<file path="config.mk">
export PLATFORM = sky130hd
export DESIGN_NAME = fixed_block_free_list_allocator_core
export DESIGN_NICKNAME = d
export VERILOG_FILES = /design/src/design/fbfl_pkg.sv /design/src/design/fixed_block_free_list_allocator_core.sv
export SDC_FILE = /design/constraint.sdc
export NUM_CORES = 2
export LEC_CHECK = 0
export ABC_CLOCK_PERIOD_IN_PS = 5600
export BUFFER_PORTS_ARGS = -buffer_cell sky130_fd_sc_hd__buf_4
export CAP_MARGIN = 20
export CORE_MARGIN = 2
export CORE_UTILIZATION = 40
export CTS_CLUSTER_SIZE = 28
export DETAILED_ROUTE_END_ITERATION = 16
export SYNTH_ARGS = -nofsm -noshare
export SYNTH_HDL_FRONTEND = slang
export SYNTH_SLANG_ARGS = --single-unit
</file>
<file path="constraint.sdc">
create_clock -name clk_i -period 5.6 [get_ports clk_i]
set_input_delay 0.84 -clock clk_i [delete_from_list [all_inputs] [get_ports clk_i]]
set_output_delay 0.84 -clock clk_i [all_outputs]
set_load 0.03 [all_outputs]
</file>
<file path="src/design/fbfl_pkg.sv">
`default_nettype none
package fbfl_pkg;

  localparam int NUM_BLOCKS      = 256;
  localparam int MAX_BLOCK_BYTES = 4096;
  localparam int MIN_BLOCK_BYTES = 8;

  localparam int IDX_W  = 8;
  localparam int NEXT_W = 9;
  localparam int CNT_W  = 9;
  localparam int SIZE_W = 13;
  localparam int OFF_W  = 20;
  localparam int CFG_ADDR_W = 2;

  localparam logic [NEXT_W-1:0] LIST_END = NEXT_W'(NUM_BLOCKS);

  localparam logic [1:0] CMD_ALLOC = 2'd0;
  localparam logic [1:0] CMD_FREE  = 2'd1;
  localparam logic [1:0] CMD_INIT  = 2'd2;

  localparam logic [1:0] STAT_OK    = 2'd0;
  localparam logic [1:0] STAT_EMPTY = 2'd1;
  localparam logic [1:0] STAT_NULL  = 2'd2;
  localparam logic [1:0] STAT_RANGE = 2'd3;

  localparam logic [CFG_ADDR_W-1:0] REG_BLOCK_COUNT = 2'd0;
  localparam logic [CFG_ADDR_W-1:0] REG_BLOCK_SIZE  = 2'd1;

  typedef struct packed {
    logic [1:0]       cmd;
    logic             has_block;
    logic [IDX_W-1:0] block_index;
  } req_t;

  typedef struct packed {
    logic [1:0]       status;
    logic [IDX_W-1:0] granted_index;
    logic [OFF_W-1:0] granted_offset;
  } rsp_t;

endpackage
`default_nettype wire

</file>
<file path="src/design/fixed_block_free_list_allocator_core.sv">
// Alloc: the head's next entry is read into a register, then S_READ registers the result;
//   free, init, unused command and alloc on an empty pool answer in the cycle after acceptance.
// Throughput: alloc blocks input in its head read; others one per cycle if the output is free.
// Reset: asynchronous, active low; chain is linked by clearing per-entry written flags,
//   no clearing pass. Init relinks the same way.
`default_nettype none
module fixed_block_free_list_allocator_core (
  input  wire logic                            clk_i,
  input  wire logic                            rst_ni,
  input  wire logic                            in_valid_i,
  output logic                                 in_ready_o,
  input  wire fbfl_pkg::req_t                  in_data_i,
  output logic                                 out_valid_o,
  input  wire logic                            out_ready_i,
  output fbfl_pkg::rsp_t                       out_data_o,
  input  wire logic                            cfg_valid_i,
  output logic                                 cfg_ready_o,
  input  wire logic [fbfl_pkg::CFG_ADDR_W-1:0] cfg_addr_i,
  input  wire logic [fbfl_pkg::SIZE_W-1:0]     cfg_data_i
);
  import fbfl_pkg::*;

  localparam logic S_IDLE = 1'b0;
  localparam logic S_READ = 1'b1;

  logic                  state_q, state_d;
  logic                  out_valid_q, out_valid_d;
  rsp_t                  out_data_q, out_data_d;
  logic [NEXT_W-1:0]     head_q, head_d;
  logic [IDX_W-1:0]      last_q, last_d;
  logic [CNT_W-1:0]      count_q;
  logic [SIZE_W-1:0]     size_q;
  logic [NUM_BLOCKS-1:0] written_q;

  logic [NEXT_W-1:0]     mem [NUM_BLOCKS];
  logic [NEXT_W-1:0]     rdata_q;
  logic [IDX_W-1:0]      rd_addr_q;
  logic                  rd_written_q;

  logic                  in_fire, cfg_fire;
  logic                  mem_we, mem_re, relink;
  logic [NEXT_W-1:0]     next_blk;
  logic [20:0]           prod;
  logic [CNT_W-1:0]      cnt_wr;
  logic [SIZE_W-1:0]     size_wr;

  assign in_ready_o  = (state_q == S_IDLE) && (!out_valid_q || out_ready_i);
  assign in_fire     = in_valid_i && in_ready_o;
  assign cfg_ready_o = 1'b1;
  assign cfg_fire    = cfg_valid_i;
  assign out_valid_o = out_valid_q;
  assign out_data_o  = out_data_q;

  // Unwritten entries read as the linked chain ending at last_q.
  always_comb begin
    if (rd_written_q) begin
      next_blk = rdata_q;
    end else if (rd_addr_q == last_q) begin
      next_blk = LIST_END;
    end else begin
      next_blk = {1'b0, rd_addr_q} + NEXT_W'(1);
    end
  end

  assign prod = 21'(rd_addr_q) * 21'(size_q);

  always_comb begin
    state_d     = state_q;
    head_d      = head_q;
    last_d      = last_q;
    out_valid_d = out_valid_q && !out_ready_i;
    out_data_d  = out_data_q;
    mem_we      = 1'b0;
    mem_re      = 1'b0;
    relink      = 1'b0;
    case (state_q)
      S_IDLE: begin
        if (in_fire) begin
          out_valid_d = 1'b1;
          out_data_d  = '0;
          case (in_data_i.cmd)
            CMD_ALLOC: begin
              if (head_q[NEXT_W-1]) begin
                out_data_d.status = STAT_EMPTY;
              end else begin
                // hold the result until the head entry is back
                out_valid_d = 1'b0;
                mem_re      = 1'b1;
                state_d     = S_READ;
              end
            end
            CMD_FREE: begin
              if (!in_data_i.has_block) begin
                out_data_d.status = STAT_NULL;
              end else if ({1'b0, in_data_i.block_index} >= count_q) begin
                out_data_d.status = STAT_RANGE;
              end else begin
                mem_we = 1'b1;
                head_d = {1'b0, in_data_i.block_index};
              end
            end
            CMD_INIT: begin
              relink = 1'b1;
              head_d = '0;
              last_d = IDX_W'(count_q - CNT_W'(1));
            end
            default: begin
            end
          endcase
        end
      end
      S_READ: begin
        head_d                    = next_blk;
        out_valid_d               = 1'b1;
        out_data_d.status         = STAT_OK;
        out_data_d.granted_index  = rd_addr_q;
        out_data_d.granted_offset = prod[OFF_W-1:0];
        state_d                   = S_IDLE;
      end
      default: begin
        state_d = S_IDLE;
      end
    endcase
  end

  // Clamp register writes into their legal ranges.
  always_comb begin
    cnt_wr = cfg_data_i[CNT_W-1:0];
    if (cnt_wr == '0) begin
      cnt_wr = CNT_W'(1);
    end else if (cnt_wr > CNT_W'(NUM_BLOCKS)) begin
      cnt_wr = CNT_W'(NUM_BLOCKS);
    end
    size_wr = cfg_data_i;
    if (size_wr < SIZE_W'(MIN_BLOCK_BYTES)) begin
      size_wr = SIZE_W'(MIN_BLOCK_BYTES);
    end else if (size_wr > SIZE_W'(MAX_BLOCK_BYTES)) begin
      size_wr = SIZE_W'(MAX_BLOCK_BYTES);
    end
  end

  always_ff @(posedge clk_i or negedge rst_ni) begin
    if (!rst_ni) begin
      state_q     <= S_IDLE;
      out_valid_q <= 1'b0;
      head_q      <= '0;
      last_q      <= IDX_W'(NUM_BLOCKS - 1);
      count_q     <= CNT_W'(NUM_BLOCKS);
      size_q      <= SIZE_W'(MIN_BLOCK_BYTES);
      written_q   <= '0;
    end else begin
      state_q     <= state_d;
      out_valid_q <= out_valid_d;
      head_q      <= head_d;
      last_q      <= last_d;
      if (relink) begin
        written_q <= '0;
      end else if (mem_we) begin
        written_q[in_data_i.block_index] <= 1'b1;
      end
      if (cfg_fire && (cfg_addr_i == REG_BLOCK_COUNT)) begin
        count_q <= cnt_wr;
      end
      if (cfg_fire && (cfg_addr_i == REG_BLOCK_SIZE)) begin
        size_q <= size_wr;
      end
    end
  end

  always_ff @(posedge clk_i) begin
    out_data_q <= out_data_d;
  end

  always_ff @(posedge clk_i) begin
    if (mem_we) begin
      mem[in_data_i.block_index] <= head_q;
    end
  end

  always_ff @(posedge clk_i) begin
    if (mem_re) begin
      rdata_q      <= mem[head_q[IDX_W-1:0]];
      rd_addr_q    <= head_q[IDX_W-1:0];
      rd_written_q <= written_q[head_q[IDX_W-1:0]];
    end
  end

endmodule
`default_nettype wire

</file>
Yosys cells after proc, flatten, opt, wreduce, memory -nomap -nowiden

Memory sizes are Yosys's and may differ from the RTL's. A register that Yosys moved wholly into a read port is not among the register bits.
Cells that the tools add are included.

Register bits: 336
Latch bits: 0
Bits in writable memories: 2304
Memory bits (read-only): 0
Bits of input ports: 31
Output and inout port bits: 33
Memories kept: 1

Add/subtract/negate cells: 2
Multiply operators: 1
Div/mod/pow operators: 0
$lt $le $gt $ge: 7
Eq/ne operators: 8
Shifts and indexed selects: 0
Mux-type cells: 42
Bitwise operators: 2
Reductions and logical operators: 15

Memory list:

| name | depth | width | rd ports | clocked after Yosys merged registers in | write ports | line                                       | source |
|---|---|---|---|---|---|---|---|
| mem  | 256   | 9     | 1        | 1                                       | 1           | fixed_block_free_list_allocator_core.sv:35 | `logic [NEXT_W-1:0] mem [NUM_BLOCKS];` |

Operator list:

| kind                                                                                 | number |
|---|---|
| 256-bit 2-to-1 mux                                                                   | 2 |
| 256-bit bitwise OR                                                                   | 1 |
| 9-bit 2-to-1 mux                                                                     | 7 |
| 30-bit one-hot mux with 2 select lines                                               | 1 |
| 9-bit one-hot mux with 2 select lines                                                | 2 |
| 30-bit 2-to-1 mux                                                                    | 1 |
| 13-bit 2-to-1 mux                                                                    | 2 |
| 8-bit by 13-bit multiplier with 20-bit output                                        | 1 |
| 1-bit 2-to-1 mux                                                                     | 20 |
| 8-bit by 9-bit less-than comparator with 1-bit output (second input constant)        | 2 |
| 13-bit > comparator (second input constant)                                          | 1 |
| 13-bit by 4-bit less-than comparator with 1-bit output (second input constant)       | 1 |
| 8-bit by 1-bit adder with 9-bit output (second input constant)                       | 1 |
| 8-bit by 9-bit greater-or-equal comparator with 1-bit output                         | 1 |
| 9-bit > comparator (second input constant)                                           | 1 |
| 9-bit logical NOT                                                                    | 1 |
| 1-bit binary-select mux with 8-bit select                                            | 1 |
| 1-bit demux with 8-bit select                                                        | 1 |
| 8-bit == test                                                                        | 1 |
| 8-bit by 1-bit greater-or-equal comparator with 1-bit output (second input constant) | 1 |
| 8-bit by 1-bit subtractor with 8-bit output (second input constant)                  | 1 |
| 1-bit logical AND                                                                    | 6 |
| 3-bit != test (second input constant)                                                | 2 |
| 2-bit by 1-bit == test with 1-bit output (second input constant)                     | 2 |
| 13 further kinds                                                                     | 17 |

Longest topological paths before layout

Depth in word-level cells: 8
Gate-level depth with buffers: 19

Worst setup path before layout

OpenSTA, ideal clock, no wires.

Path type: reg2reg
Start: reg head_q[0]
End: reg rdata_q[3], read port of mem (data pin)
Arrival: 5.658 ns
Data required time: 5.321 ns
Slack: -0.337 ns
Cell stages (with the launch flop): 12
Clock period less this slack: 5.937 ns
Cell sequence: dfrtp_1 buf_4 buf_12 buf_8 buf_6 buf_8 buf_6 mux4_2 a211oi_1 a21oi_1 nand4_1 a311oi_1

RTL lines:

| what                   | line                                        | source |
|---|---|---|
| start, declared        | fixed_block_free_list_allocator_core.sv:29  | `logic [NEXT_W-1:0] head_q, head_d;` |
| start signal, assigned | fixed_block_free_list_allocator_core.sv:146 | `head_q <= '0;` |
| start signal, assigned | fixed_block_free_list_allocator_core.sv:154 | `head_q <= head_d;` |
| end, declared          | fixed_block_free_list_allocator_core.sv:36  | `logic [NEXT_W-1:0] rdata_q;` |

Worst setup path in the final report

Start: reg rd_addr_q[2]
End: reg out_data_q, in the netlist out_data_o[19] (data pin)

Longest elaborated chain between the ends: 2

Ends and longest elaborated chain:

| what                                          | line                                        | source |
|---|---|---|
| start, declared                               | fixed_block_free_list_allocator_core.sv:37  | `logic [IDX_W-1:0] rd_addr_q;` |
| start signal, assigned                        | fixed_block_free_list_allocator_core.sv:183 | `rd_addr_q <= head_q[IDX_W-1:0];` |
| 8-bit by 13-bit multiplier with 20-bit output | fixed_block_free_list_allocator_core.sv:65  | `assign prod = 21'(rd_addr_q) * 21'(size_q);` |
| 30-bit one-hot mux with 2 select lines        | fixed_block_free_list_allocator_core.sv:76  | `case (state_q)` |
| end signal, assigned                          | fixed_block_free_list_allocator_core.sv:171 | `out_data_q <= out_data_d;` |
| end, declared                                 | fixed_block_free_list_allocator_core.sv:28  | `rsp_t out_data_q, out_data_d;` |

No other way between the ends.
A chain may end at the register's enable or synchronous reset.

==> results.sh <==
export IMPL_grt_antenna_before_repair=6
export IMPL_status="completed"
export IMPL_synth_seq_cells=2649
export IMPL_worstSetupStartpoint="rd_addr_q[2]$_DFFE_PP_"
export IMPL_startpoint_type="register"
export IMPL_combPwrFrac_pct=23.2
export IMPL_power_switching_uw=15700
export IMPL_die_x_um=522
export IMPL_cpPeakStageDelay_ps=510
export IMPL_drt_wl_total_mm=263
export IMPL_path_cells="and2_1 > fa_1 > fa_1 > fa_1 > inv_1 > fa_1 > inv_1 > ha_1 > or3_1 > o21ai_0 > a211oi_1 > o31a_1 > a311oi_1 > xnor2_1 > nor2_1"
export IMPL_post_cts_setup_buffers=0
export IMPL_fin_crit_ps=5020
export IMPL_cts_tree="yes"
export IMPL_fillers=22500
export IMPL_core_area_um2=267000
export IMPL_arrival_ps=5680
export IMPL_maxSlewViolCount=0
export IMPL_grt_overflow=0
export IMPL_total_power_uw=54400
export IMPL_clock_sinks=2649
export IMPL_final_cell_mix="edfxtp_1, mux4_2, buf_4, clkbuf_16, dfrtp_1"
export IMPL_busiest_layer="met2"
export IMPL_final_hold_viol_count=0
export IMPL_async_flop_share_pct=11.2
export IMPL_max_freq_mhz=199
export IMPL_crit_path_max_fanout=9
export IMPL_rows=190
export IMPL_clk_latency_ps=910
export IMPL_syn_area_per_cell_um2=19.6
export IMPL_tritoncts_num_buffers=282
export IMPL_grt_pass1_vias=54700
export IMPL_htree_levels=5
export IMPL_cpMostUsedCell="fa_1"
export IMPL_met3_usage_pct=3.44
export IMPL_finalSetupViolCount=0
export IMPL_dr_pass1_iters=5
export IMPL_ir_worst_vdd_uv=324
export IMPL_clockPowerShare_pct=32.9
export IMPL_grt_setup_unrepaired="no"
export IMPL_die_height_um=522
export IMPL_yosysSeqAreaShare_pct=72.9
export IMPL_ios=64
export IMPL_critical_path_required_ps=6260
export IMPL_rr_endpoint="out_data_o[19]$_SDFFCE_PN0N_"
export IMPL_via_per_inst=5.68
export IMPL_mostFrequentLayoutCell="edfxtp_1"
export IMPL_synth_edf_count=2352
export IMPL_portBuffers=62
export IMPL_fin_skew_ps=50.0
export IMPL_drtIter0Drc=6009
export IMPL_leakagePower_uw=0.0404
export IMPL_power_density_nw_per_um2=446
export IMPL_gp_congestion=0.821
export IMPL_p_sw_share_pct=28.9
export IMPL_drc=0
export IMPL_syn2layout_area_growth_pct=13.8
export IMPL_antenna_left=0
export IMPL_yosysWarnings=0
export IMPL_pwr_share_seq_pct=43.9
export IMPL_root_buffer="clkbuf_16"
export IMPL_grtUsageMet1_pct=27.8
export IMPL_grt_util_met2_pct=30.5
export IMPL_multiInputGateArea_um2=27100
export IMPL_synth_cell_types=64
export IMPL_finish_utilization_pct=45.6
export IMPL_grt_max_degree=201
export IMPL_netlist_instances=5469
export IMPL_wl_per_cell_um=27.5
export IMPL_hpwl_mm=161
export IMPL_clkTransAtPathRegs_ps=70
export IMPL_slowest_stage="edfxtp_1"
export IMPL_r2r_start="rd_addr_q[2]$_DFFE_PP_"
export IMPL_endpoint="out_data_o[19]$_SDFFCE_PN0N_"
export IMPL_grt_util_all_layers_pct=19.3
export IMPL_fin_crit_sh_pct=89.6
export IMPL_endpoint_kind="register"
export IMPL_internal_power_uw=38700
export IMPL_tightest_slew_ps=1370
export IMPL_drv_cap=0
export IMPL_vias=54200
export IMPL_cts_resized=0
export IMPL_synth_flop_cell="edfxtp_1"
export IMPL_fin_nets=5926
export IMPL_tns_ps=0
export IMPL_ff2ff_setup_slack_ps=580
export IMPL_synth_fp_nets=5614
export IMPL_hp_class="input port to register"
export IMPL_clock_path_buffers=4
export IMPL_drive_gt1_share_pct=25.3
export IMPL_path_class="register to register"
export IMPL_r2r_cells=15
export IMPL_start_util_pct=40.1
export IMPL_grt_pass1_wl_mm=387
export IMPL_synthesis_area_um2=107000
export IMPL_die_area_um2=272000
export IMPL_area_sequential_um2=78100
export IMPL_slew_headroom_pct=9.00
[cell type report]
| class | count | area share (%) |
|---|---|---|
| multi-input cells | 2368 | 22.2 |
| well taps | 3552 | 3.64 |
| repair buffers | 385 | 2.69 |
| flip-flops and latches | 2649 | 64.0 |
| diodes | 2 | 0.00410 |
| inverters | 95 | 0.293 |
| clock inverters | 109 | 0.767 |
| clock buffers | 383 | 6.38 |
[routing by layer]
layer | up-vias | part of all wire (%) | routed length (µm)
met5 | - | 0.0088 | 23
met4 | 4 | 2.3 | 6020
met3 | 343 | 6.8 | 18000
met2 | 1849 | 48 | 126000
met1 | 29200 | 43 | 113000
li1 | 22900 | - | -
[power groups by stage]
| stage | registers, µW | clock network (µW) | logic [µW] |
|---|---|---|---|
| after floorplan | 25100 | 0 | 7630 |
| after global placement | 24300 | 0 | 12600 |
| after detailed placement | 24300 | 0 | 12800 |
| after CTS | 23900 | 18200 | 12800 |
| after global routing | 23900 | 19000 | 13500 |
| final | 23900 | 17900 | 12600 |
[critical path, delay by kind of cell (launching register included)]
kind                       cells  cell delay (ps)
AOI/OAI and AO/OA              4             1090
xor gates and xnor gates       1              160
adders and majority gates      5             2310
buffers and inverters          2               90
DFF                            1              510
and+or+nand+nor                3              610
[registers in the layout (all words and copies together) (netlist names)]
| name | count |
|---|---|
| mem | 2304 |
| size_q | 13 |
| count_q | 9 |
| out_valid_o | 1 |
| state_q | 1 |
| rdata_q | 9 |
| rd_written_q | 1 |
| written_q | 256 |
| rd_addr_q | 8 |
| last_q | 8 |
| head_q | 9 |
| out_data_o | 30 |
[metrics by stage]
stage / cells / cell area, µm² / setup WS, ps / hold slack (ps)
floorplan: 5469 / 107000 / 21.2 / 457
global placement: 9045 / 113000 / 706 / 467
detailed placement: 9045 / 113000 / 626 / 474
CTS: 9538 / 122000 / 632 / 98.8
global route: 9541 / 122000 / 374 / 142
finish: 9543 / 122000 / 585 / 172
[worst min-delay path by stage]
stage	end	start	depth (start not counted)
4_1_cts	size_q[11]$_DFFE_PN0P_	cfg_data_i[11]	2
3_5_place_dp	written_q[130]$_DFFE_PN0P_	written_q[130]$_DFFE_PN0P_	1
2_1_floorplan	written_q[10]$_DFFE_PN0P_	written_q[10]$_DFFE_PN0P_	2
5_1_grt	size_q[11]$_DFFE_PN0P_	cfg_data_i[11]	2
3_3_place_gp	written_q[99]$_DFFE_PN0P_	written_q[99]$_DFFE_PN0P_	1
6_report	size_q[11]$_DFFE_PN0P_	cfg_data_i[11]	2
[what timing repair did]
action	CTS	global route
hold buffers	1	0
endpoints found under the hold margin	58	0
setup endpoints to repair	0	0
[kinds of logic (layout without fill, tap and decap cells)]
family          after synthesis  after routing  synth area share [%]
flops                      2649           2649                  72.9
mux                         816            816                  15.2
simple gates                728            728                  3.42
compound gates              676            676                  4.33
buf+inv                     452            972                  2.11
fa+ha+maj                   114            114                  1.79
xor+xnor                     33             33                 0.270
other cells                   1              3               0.00350
[Yosys cell counts (65+ instances only)]
| library cell | number | area, µm² |
|---|---|---|
| edfxtp_1 | 2352 | 70600 |
| mux4_2 | 649 | 14600 |
| dfrtp_1 | 287 | 7180 |
| nor3_1 | 211 | 1060 |
| clkbuf_1 | 205 | 769 |
| o21a_1 | 195 | 1460 |
| nor2_1 | 175 | 657 |
| mux2i_1 | 157 | 1570 |
| a21oi_1 | 115 | 576 |
| and2_1 | 98 | 613 |
| inv_1 | 94 | 353 |
| a22oi_1 | 91 | 683 |
| o22ai_1 | 81 | 507 |
| nand2_1 | 78 | 293 |
| fa_1 | 65 | 1300 |
(Power assumes the default switching activity.)
